$ cat config.mk
export PLATFORM = sky130hd
export DESIGN_NAME = sha1_message_digest_core_flat
export DESIGN_NICKNAME = d
export VERILOG_FILES = /design/src/rtl/sha1_pkg.sv /design/src/rtl/sha1_chan_if.sv /design/src/rtl/sha1_message_digest_core.sv /design/src/flat_wrapper.sv
export SDC_FILE = /design/constraint.sdc
export NUM_CORES = 1
export LEC_CHECK = 0
export BUFFER_PORTS_ARGS = -buffer_cell sky130_fd_sc_hd__buf_2
export CAP_MARGIN = 5
export CORE_UTILIZATION = 50
export CTS_BUF_LIST = sky130_fd_sc_hd__clkbuf_8 sky130_fd_sc_hd__clkbuf_16
export DETAILED_ROUTE_END_ITERATION = 8
export PLACE_DENSITY = 0.68
export SYNTH_ARGS = -nofsm -noshare
export SYNTH_HDL_FRONTEND = slang
export SYNTH_SLANG_ARGS = --single-unit
$ cat constraint.sdc
create_clock -name clk -period 3.35 [get_ports clk]
set_input_delay 0.335 -clock clk [delete_from_list [all_inputs] [get_ports clk]]
set_output_delay 0.335 -clock clk [all_outputs]
set_load 0.01 [all_outputs]
$ cat src/rtl/sha1_pkg.sv
package sha1_pkg;

    // one input word: an optional message byte and the end-of-message mark
    typedef struct packed {
        logic [7:0] data_byte;
        logic       has_byte;
        logic       end_of_message;
    } msg_item_t;

    // one output word: a slice of the 160-bit digest
    typedef struct packed {
        logic [31:0] digest_word;
        logic [2:0]  word_number;
        logic        last_word;
    } digest_item_t;

    localparam int unsigned CHAIN_WORDS = 5;
    localparam int unsigned BLOCK_WORDS = 16;
    localparam int unsigned ROUNDS      = 80;

    // initial chain value
    localparam logic [31:0] H_INIT [CHAIN_WORDS] = '{
        32'h67452301, 32'hEFCDAB89, 32'h98BADCFE, 32'h10325476, 32'hC3D2E1F0
    };

    // round constants, one per group of twenty rounds
    localparam logic [31:0] K_GROUP0 = 32'h5A827999;
    localparam logic [31:0] K_GROUP1 = 32'h6ED9EBA1;
    localparam logic [31:0] K_GROUP2 = 32'h8F1BBCDC;
    localparam logic [31:0] K_GROUP3 = 32'hCA62C1D6;

    localparam logic [7:0] PAD_MARK = 8'h80;

    // block position where the 64-bit length field starts
    localparam logic [5:0] LEN_POS = 6'd56;

endpackage

$ cat src/rtl/sha1_chan_if.sv
interface sha1_chan_if #(
    parameter type payload_t = logic
);
    logic     valid;
    logic     ready;
    payload_t payload;

    modport source (output valid, output payload, input ready);
    modport sink   (input valid, input payload, output ready);
endinterface

$ cat src/rtl/sha1_message_digest_core.sv
// channel   dir   payload                                     handshake
// message   in    data_byte[8], has_byte, end_of_message      valid/ready
// digest    out   digest_word[32], word_number[3], last_word  valid/ready
//
// each word is taken while idle; a byte that fills the 64-byte block starts
// the 80 rounds through the single round adder, then the chain add
// end of message: padding and length bytes shift in up to the block end, each
// final block (one or two) runs the rounds and chain add, then five digest words
// message is ready only while idle; digest stalls hold the sequencer in place
// rst_n clears the sequencer and byte count and loads the initial chain value
module sha1_message_digest_core (
    input  logic       clk,
    input  logic       rst_n,
    sha1_chan_if.sink   message,
    sha1_chan_if.source digest
);

    localparam logic [2:0] ST_IDLE  = 3'd0;
    localparam logic [2:0] ST_PAD   = 3'd1;
    localparam logic [2:0] ST_ROUND = 3'd2;
    localparam logic [2:0] ST_ADD   = 3'd3;
    localparam logic [2:0] ST_OUT   = 3'd4;

    localparam logic [6:0] LAST_ROUND = 7'(sha1_pkg::ROUNDS - 1);
    localparam logic [2:0] LAST_WORD  = 3'(sha1_pkg::CHAIN_WORDS - 1);

    logic [2:0]  state_reg, state_next;
    logic [5:0]  fill_reg, fill_next;
    logic [63:0] count_reg, count_next;
    logic [6:0]  rnd_reg, rnd_next;
    logic [2:0]  idx_reg, idx_next;
    logic        end_pending_reg, end_pending_next;
    logic        marker_done_reg, marker_done_next;
    logic        len_ok_reg, len_ok_next;
    logic        done_reg, done_next;
    logic [31:0] chain_reg [sha1_pkg::CHAIN_WORDS];
    logic [31:0] chain_next [sha1_pkg::CHAIN_WORDS];
    logic [31:0] w_reg [sha1_pkg::BLOCK_WORDS];
    logic [31:0] v_reg [sha1_pkg::CHAIN_WORDS];

    sha1_pkg::msg_item_t    msg;
    sha1_pkg::digest_item_t dig;

    logic        shift_byte;
    logic        round_step;
    logic        load_vars;
    logic [7:0]  byte_in;
    logic        len_now;
    logic [63:0] bit_len;
    logic [5:0]  len_lsb;
    logic [7:0]  len_byte;
    logic [31:0] f_val;
    logic [31:0] k_val;
    logic [31:0] temp;
    logic [31:0] w_new;

    assign msg = message.payload;

    // handshake and output word
    assign message.ready   = (state_reg == ST_IDLE);
    assign digest.valid    = (state_reg == ST_OUT);
    assign dig.digest_word = chain_reg[idx_reg];
    assign dig.word_number = idx_reg;
    assign dig.last_word   = (idx_reg == LAST_WORD);
    assign digest.payload  = dig;

    // length field bytes, most significant first
    assign bit_len  = {count_reg[60:0], 3'b000};
    assign len_lsb  = {~fill_reg[2:0], 3'b000};
    assign len_byte = bit_len[len_lsb +: 8];

    // round function and constant for the current round
    always_comb
    begin
        priority if (rnd_reg < 7'd20)
        begin
            f_val = (v_reg[1] & v_reg[2]) | (~v_reg[1] & v_reg[3]);
            k_val = sha1_pkg::K_GROUP0;
        end
        else if (rnd_reg < 7'd40)
        begin
            f_val = v_reg[1] ^ v_reg[2] ^ v_reg[3];
            k_val = sha1_pkg::K_GROUP1;
        end
        else if (rnd_reg < 7'd60)
        begin
            f_val = (v_reg[1] & v_reg[2]) | (v_reg[1] & v_reg[3]) | (v_reg[2] & v_reg[3]);
            k_val = sha1_pkg::K_GROUP2;
        end
        else
        begin
            f_val = v_reg[1] ^ v_reg[2] ^ v_reg[3];
            k_val = sha1_pkg::K_GROUP3;
        end
    end

    // shared round adder and schedule expansion
    assign temp  = {v_reg[0][26:0], v_reg[0][31:27]} + f_val + v_reg[4] + k_val + w_reg[0];
    assign w_new = {w_reg[13][30:0] ^ w_reg[8][30:0] ^ w_reg[2][30:0] ^ w_reg[0][30:0],
                    w_reg[13][31] ^ w_reg[8][31] ^ w_reg[2][31] ^ w_reg[0][31]};

    // sequencer
    always_comb
    begin
        state_next       = state_reg;
        fill_next        = fill_reg;
        count_next       = count_reg;
        rnd_next         = rnd_reg;
        idx_next         = idx_reg;
        end_pending_next = end_pending_reg;
        marker_done_next = marker_done_reg;
        len_ok_next      = len_ok_reg;
        done_next        = done_reg;
        chain_next       = chain_reg;
        shift_byte       = 1'b0;
        round_step       = 1'b0;
        load_vars        = 1'b0;
        byte_in          = msg.data_byte;
        len_now          = len_ok_reg;
        unique case (state_reg)
            ST_IDLE:
            begin
                if (message.valid)
                begin
                    end_pending_next = msg.end_of_message;
                    marker_done_next = 1'b0;
                    len_ok_next      = 1'b0;
                    done_next        = 1'b0;
                    if (msg.has_byte)
                    begin
                        shift_byte = 1'b1;
                        fill_next  = fill_reg + 6'd1;
                        count_next = count_reg + 64'd1;
                        if (fill_reg == 6'd63)
                        begin
                            state_next = ST_ROUND;
                            rnd_next   = '0;
                            load_vars  = 1'b1;
                        end
                        else if (msg.end_of_message)
                        begin
                            state_next = ST_PAD;
                        end
                    end
                    else if (msg.end_of_message)
                    begin
                        state_next = ST_PAD;
                    end
                end
            end
            ST_PAD:
            begin
                shift_byte = 1'b1;
                fill_next  = fill_reg + 6'd1;
                if (!marker_done_reg)
                begin
                    // marker byte decides whether the length fits in this block
                    byte_in          = sha1_pkg::PAD_MARK;
                    marker_done_next = 1'b1;
                    len_now          = (fill_reg < sha1_pkg::LEN_POS);
                    len_ok_next      = len_now;
                end
                else if (len_ok_reg && (fill_reg >= sha1_pkg::LEN_POS))
                begin
                    byte_in = len_byte;
                end
                else
                begin
                    byte_in = '0;
                end
                if (fill_reg == 6'd63)
                begin
                    state_next = ST_ROUND;
                    rnd_next   = '0;
                    load_vars  = 1'b1;
                    if (len_now)
                    begin
                        done_next = 1'b1;
                    end
                    else
                    begin
                        len_ok_next = 1'b1;
                    end
                end
            end
            ST_ROUND:
            begin
                round_step = 1'b1;
                rnd_next   = rnd_reg + 7'd1;
                if (rnd_reg == LAST_ROUND)
                begin
                    state_next = ST_ADD;
                end
            end
            ST_ADD:
            begin
                for (int i = 0; i < sha1_pkg::CHAIN_WORDS; i++)
                begin
                    chain_next[i] = chain_reg[i] + v_reg[i];
                end
                if (done_reg)
                begin
                    state_next = ST_OUT;
                    idx_next   = '0;
                end
                else if (end_pending_reg)
                begin
                    state_next = ST_PAD;
                end
                else
                begin
                    state_next = ST_IDLE;
                end
            end
            ST_OUT:
            begin
                if (digest.ready)
                begin
                    if (idx_reg == LAST_WORD)
                    begin
                        state_next = ST_IDLE;
                        chain_next = sha1_pkg::H_INIT;
                        count_next = '0;
                    end
                    else
                    begin
                        idx_next = idx_reg + 3'd1;
                    end
                end
            end
            default:
            begin
                state_next = ST_IDLE;
            end
        endcase
    end

    // control state, byte count and chain value
    always_ff @(posedge clk or negedge rst_n)
    begin
        if (!rst_n)
        begin
            state_reg       <= ST_IDLE;
            fill_reg        <= '0;
            count_reg       <= '0;
            rnd_reg         <= '0;
            idx_reg         <= '0;
            end_pending_reg <= 1'b0;
            marker_done_reg <= 1'b0;
            len_ok_reg      <= 1'b0;
            done_reg        <= 1'b0;
            chain_reg       <= sha1_pkg::H_INIT;
        end
        else
        begin
            state_reg       <= state_next;
            fill_reg        <= fill_next;
            count_reg       <= count_next;
            rnd_reg         <= rnd_next;
            idx_reg         <= idx_next;
            end_pending_reg <= end_pending_next;
            marker_done_reg <= marker_done_next;
            len_ok_reg      <= len_ok_next;
            done_reg        <= done_next;
            chain_reg       <= chain_next;
        end
    end

    // block window: bytes shift in, rounds shift out the schedule
    always_ff @(posedge clk)
    begin
        if (shift_byte)
        begin
            for (int i = 0; i < sha1_pkg::BLOCK_WORDS - 1; i++)
            begin
                w_reg[i] <= {w_reg[i][23:0], w_reg[i + 1][31:24]};
            end
            w_reg[sha1_pkg::BLOCK_WORDS - 1] <=
                {w_reg[sha1_pkg::BLOCK_WORDS - 1][23:0], byte_in};
        end
        else if (round_step)
        begin
            for (int i = 0; i < sha1_pkg::BLOCK_WORDS - 1; i++)
            begin
                w_reg[i] <= w_reg[i + 1];
            end
            w_reg[sha1_pkg::BLOCK_WORDS - 1] <= w_new;
        end
    end

    // working variables a to e
    always_ff @(posedge clk)
    begin
        if (load_vars)
        begin
            v_reg <= chain_reg;
        end
        else if (round_step)
        begin
            v_reg[0] <= temp;
            v_reg[1] <= v_reg[0];
            v_reg[2] <= {v_reg[1][1:0], v_reg[1][31:2]};
            v_reg[3] <= v_reg[2];
            v_reg[4] <= v_reg[3];
        end
    end

    // digest words appear only on a block boundary
    assert property (@(posedge clk) disable iff (!rst_n)
        digest.valid |-> (fill_reg == '0))
        else $error("digest shown with a partial block");

    // never take a word while a digest is pending
    assert property (@(posedge clk) disable iff (!rst_n)
        !(message.ready && digest.valid))
        else $error("input ready while digest pending");

    // the last round is followed by the chain add
    assert property (@(posedge clk) disable iff (!rst_n)
        (state_reg == ST_ROUND && rnd_reg == LAST_ROUND) |=> (state_reg == ST_ADD))
        else $error("round sequence did not end in chain add");

    // after the last digest word the chain and count start over
    assert property (@(posedge clk) disable iff (!rst_n)
        (digest.valid && digest.ready && idx_reg == LAST_WORD)
        |=> (chain_reg[0] == sha1_pkg::H_INIT[0] && count_reg == '0
             && state_reg == ST_IDLE))
        else $error("chain not restored after digest");

endmodule
$ cat src/flat_wrapper.sv
// flat-port wrapper written by rule: the top's interface ports become plain ports
module sha1_message_digest_core_flat 
  (clk, rst_n, message_valid, message_payload, message_ready, digest_valid, digest_payload, digest_ready);
  sha1_chan_if message_i ();
  sha1_chan_if digest_i ();
  input  logic clk;
  input  logic rst_n;
  input wire logic [$bits(message_i.valid)-1:0] message_valid;
  input wire logic [$bits(message_i.payload)-1:0] message_payload;
  output wire logic [$bits(message_i.ready)-1:0] message_ready;
  output wire logic [$bits(digest_i.valid)-1:0] digest_valid;
  output wire logic [$bits(digest_i.payload)-1:0] digest_payload;
  input wire logic [$bits(digest_i.ready)-1:0] digest_ready;
  assign message_i.valid = message_valid;
  assign message_i.payload = message_payload;
  assign message_ready = message_i.ready;
  assign digest_valid = digest_i.valid;
  assign digest_payload = digest_i.payload;
  assign digest_i.ready = digest_ready;
  sha1_message_digest_core u_core (.clk(clk), .rst_n(rst_n), .message(message_i), .digest(digest_i));
endmodule
* Yosys cells after proc, flatten, opt, wreduce, memory -nomap -nowiden
Cells that the tools add are included.
** Storage, ports and cells
- Bits in latches :: 0
- Output and inout port bits :: 3
- Register bits after elaboration :: 23
- Input bits :: 5
- Memories :: 0
- Bits in writable memories :: 0
- ROM bits :: 0
- Logic and storage cells :: 63
** Cells by class
- Magnitude comparators :: 1
- Div/mod/pow operators :: 0
- Bitwise gates (word level) :: 0
- Add/sub/neg operators :: 3
- Mux-type cells :: 25
- Reduce and logical (&&, ||, !) cells :: 10
- Equal/unequal tests :: 16
- Multiply operators :: 0
- Shift-type cells :: 0
** Operator list (number)
- $mux 3 :: 10
- $pmux 3 s5 :: 1
- $pmux 7 s2 :: 1
- $ne 2x1->1 const B :: 6
- $mux 1 :: 8
- $reduce_and 4->1 :: 2
- $add 7x1->7 const B :: 1
- $eq 7x7->1 const B :: 1
- $mux 7 :: 1
- $add 6x1->6 const B :: 1
- $eq 3x2->1 const B :: 2
- $eq 3x3->1 const B :: 2
- $eq 6x6->1 const B :: 1
- $lt 6x6->1 const B :: 1
- $ne 2x2->1 const B :: 3
- $pmux 1 s2 :: 3
- $pmux 3 s2 :: 1
- $reduce_and 2->1 :: 3
- $reduce_and 6->1 :: 1
- $reduce_bool 2->1 :: 3
- $add 3x1->3 const B :: 1
- $eq 3x1->1 const B :: 1
- $logic_not 3->1 :: 1

* Logic depth before layout (Yosys ltp)
- Depth in word-level cells :: 6
- Mapped depth :: 5
- Depth with buffers taken out :: 5

* Worst setup path after synthesis
OpenSTA, ideal clock, no wires.
- Path kind :: register to register
- Start :: register u_core.state_reg[0]
- End :: register u_core.rnd_reg[5]
- Cell stages (with the launch flop) :: 6
- Arrival :: 1566 ps
- Slack :: 1704 ps
- Buffers on the path :: 2
- Library setup time :: 80 ps
- Cell sequence :: dfrtp_1 buf_6 or3b_4 buf_6 or4_4 o211ai_2
** Between the ends
- Word-level cells in the longest chain between the ends :: 3
** Ends and longest elaborated chain
- start, declared :: line sha1_message_digest_core.sv:27 : logic [2:0] state_reg, state_next;
- start signal, assigned :: line sha1_message_digest_core.sv:256 : state_reg <= state_next;
- $eq 3x1->1 or $eq 3x2->1 (tied branches) :: line sha1_message_digest_core.sv:120 : unique case (state_reg)
- $ne 2x1->1 (no line) or $reduce_bool 2->1 (tied branches)
- $reduce_and 2->1 (no line)
- end signal, assigned :: line sha1_message_digest_core.sv:259 : rnd_reg <= rnd_next;
- end, declared :: line sha1_message_digest_core.sv:30 : logic [6:0] rnd_reg, rnd_next;
Several ways; a longest one is shown, not always the timed one.
A chain may end at the register's enable or synchronous reset.

* Worst setup path in the final report
- Start :: register u_core.state_reg[2]
- End :: output digest_valid
** Between the ends
- Word-level cells in the longest chain between the ends :: 1
** Ends and longest elaborated chain
- $eq 3x3->1 :: line sha1_message_digest_core.sv:61 : assign digest.valid = (state_reg == ST_OUT);
- end, declared :: line flat_wrapper.sv:11 : output wire logic [$bits(digest_i.valid)-1:0] digest_valid;
No other way between the ends.

==> qor_table.md <==
| Item | This run |
|:---|:---|
| Run status | finished clean |
| Pins over their slew limit | 0 |
| Critical path required time | 3010 ps |
| Ratio of cells with drive above 1 in the final layout | 18.18% |
| Overall via count from detail_route | 869 |
| CTS tree | built |
| Flop and latch count out of synthesis | 23 |
| Post-Synthesis Cells | 114 |
| RSZ-0062 raised after global routing | false |
| Wirelength per Cell | 14.33 µm |
| Number of setup violations in the final report | 0 |
| Sequential power share | 53.4% |
| Part of the total power dissipated in the clock network | 21.8% |
| Clock latency on the worst-skew pair | 260 ps |
| Share of the clock period used by the worst path after layout | 57.42% |
| Pin count of the biggest net entering global routing | 24 |
| Resized cells post-CTS | 0 |
| Warnings from Yosys | 0 |
| Max Root-Sink Buffers | 2 |
| Number of buffers inserted by post-CTS setup repair | 0 |
| Commonest register cell after synthesis | dfrtp_1 |
| H-Tree Level Count | 1 |
| Fin crit period | 1924 ps |
| Total Routing Usage GR | 18.57% |
| Max Cap Viol | 0 |
| Residual overflow from global routing | 0 |
| Number of flip-flops under the largest register name | 7 |
| Worst Skew | 3.469 ps |
| CP max-delay cell | dfrtp_1 |
| Number of failing hold endpoints at the final stage | 0 |
| Sequential area share after synthesis | 46.65% |
| Distinct cell type count of the synthesized netlist | 43 |
| Top-level I/O count | 8 |
| Leakage power | 0.0005807 µW |
| IR drop worst, VDD | 0.3960 mV |
| Placed wire-length estimate | 1553 µm |
| Class of the tightest hold or removal check | input port to asynchronous set/reset pin |
| Crit path launch type | flop |
| Count of non-filler cells in the finished layout | 149 |
| Net switching share of the total power | 31.20% |
| Antenna cells | 0 |
| Post-CTS Hold Fix Bufs | 0 |
| Crit-path cells | nor3b_1 -> buf_2 |
| Total power per unit cell area | 572.8 nW/µm² |
| Number of buffers added on ports | 7 |
| Part of the power in combinational logic | 24.8% |
| Num rows | 17 |
| Initial antenna violation count | 0 |
| Maximum cell stage delay along the critical path | 560 ps |
| DRT antenna net count | 0 |
| Post-route design area | 1318 µm² |
| Average cell area after synthesis | 10.82 µm² |
| Sw power | 235.5 µW |
| Clk root buf | clkbuf_8 |
| Synth-to-layout area growth | 6.795% |
| Proportion of synthesized flip-flops having asynchronous set or reset | 100.0% |
| Achievable clock frequency | 0.5198 GHz |
| Crit path max-delay family | flip-flops |
| CP arrival | 1590 ps |
| Internal | 519.2 µW |
| Total power of the final layout | 754.7 µW |
| First-pass GRT wire length | 3581 µm |
| Final weighted congestion in routability-driven placement | 0.8091 |
| Leading cell type in the layout, fill and taps excluded | dfrtp_1 |
| Total detailed-routing wirelength | 2135 µm |
| Count of buffering cells on the critical path with inverters included | 1 |
| Vias in the first global route | 825 |
| NumNets Final | 131 |
| Register clock-pin slew on the reported worst setup and hold paths | 80 ps |
| Slew Limit Headroom | 62.28% |
| Die Height | 51.67 µm |
| Number of iterations in the first detailed-routing pass | 4 |
| Post-synthesis net count | 123 |
| Initial core utilization | 54.21% |
| Critical path capture point type | output pin |
| Placed Area | 1272 µm² |
| Worst Setup Path Type | flop to output pin |
| Area of the mapped netlist | 1234 µm² |
| DR iter-0 viols | 16 |
| Commonest cells after routing, fill and taps aside | 23 x dfrtp_1, 10 x nand2_1, 8 x inv_1, 7 x buf_2, 5 x nor2_1 |
| Number of flops mapped to enable cells by yosys | 0 |
| DRC violations left | 0 |
| Biggest fanout along the worst timing path | 11 |
| Die width | 51.67 µm |
| Placed instance count | 145 |
| Clock net sink count | 23 |
| Setup TNS Final | 0 ps |
| Area inside the core boundary | 2276 µm² |
| Routed vias/inst | 5.832 |
| Worst Max-Slew Pin Slew | 563.4 ps |
| Die Area | 2670 µm² |
| Number of CTS-inserted buffers | 3 |
## final timing paths
path	start	slack (ps)	end	cells after the start
worst max-delay path	u_core.state_reg[2]	1430	digest_valid	2
worst min register to register	u_core.fill_reg[5]	500	u_core.fill_reg[5]	1
worst min-delay path	rst_n	40	u_core.idx_reg[0]	1
max in group asynchronous	rst_n	2970	u_core.fill_reg[4]	1
worst max register to register	u_core.state_reg[1]	1660	u_core.rnd_reg[5]	3
min in group clk	digest_ready	260	u_core.state_reg[2]	2
## routing by layer
layer,wire length [µm],GRT usage (%)
met4,25,6.757
met1,1019,22.72
met5,0,0
met2,1041,31.60
met3,48,4.386
## through the flow
stage          setup WS, ps  hold WS, ps  util, %
2_1_floorplan          1704        39.41        -
3_3_place_gp           1731        335.4    55.91
3_5_place_dp           1682        330.7    55.91
4_1_cts                1414        46.96    57.89
5_1_grt                1226        71.02    57.89
6_report               1426        35.48    57.89
## final cells by class
| cell class | count | area, µm² |
|---|---|---|
| flip-flops and latches | 23 | 575.6 |
| repair buffers | 7 | 35.03 |
| clock buffers | 3 | 41.29 |
| well taps | 28 | 35.03 |
| fillers | 197 | 958.4 |
| multi-input cells | 80 | 600.6 |
| clock inverters | 1 | 3.754 |
| inverters | 7 | 26.28 |
## logic make-up (layout without fill, tap and decap cells)
group | Yosys count | in the layout | synth area share, %
and+or+nand+nor | 38 | 38 | 20.18
xor gates and xnor gates | 5 | 5 | 3.550
DFF | 23 | 23 | 46.65
adders and majority gates | 4 | 4 | 4.057
buffers and inverters | 11 | 18 | 4.665
muxes | 4 | 4 | 3.448
AOI/OAI and AO/OA | 29 | 29 | 17.44
## power by group through the flow
stage	Clock (µW)	Sequential [µW]	Combinational (µW)
after global placement	0	405	183
final	165	403	187
after floorplan	0	385	170
after CTS	172	403	190
after global routing	181	413	213
after detailed placement	0	409	189
## Yosys cell counts (2+ instances only)
master	count	share of area (%)
xnor2_1	4	2.8
a2bb2oi_1	2	1.4
ha_1	4	4.1
nand4_1	3	1.5
nand3_1	2	0.81
or4_4	2	1.8
nor2_1	5	1.5
nand2_1	10	3.0
o211ai_1	2	1.2
dfrtp_1	23	47
a21boi_0	2	1.2
o21ai_0	4	1.6
a21oi_1	4	1.6
o211ai_2	2	2.0
buf_6	2	1.8
a31oi_1	4	2.0
nand3b_1	2	1.2
inv_1	7	2.1
and4b_1	2	1.6
nor3b_2	2	2.0
mux2_2	2	1.8
mux2i_1	2	1.6
and3_1	2	1.0
## worst register-to-register path, stage by stage (launching register included)
cell	delay, ps
dfrtp_1	530
or3b_4	470
or4_4	530
o211ai_2	90
Power figures use the tool's default switching activity.
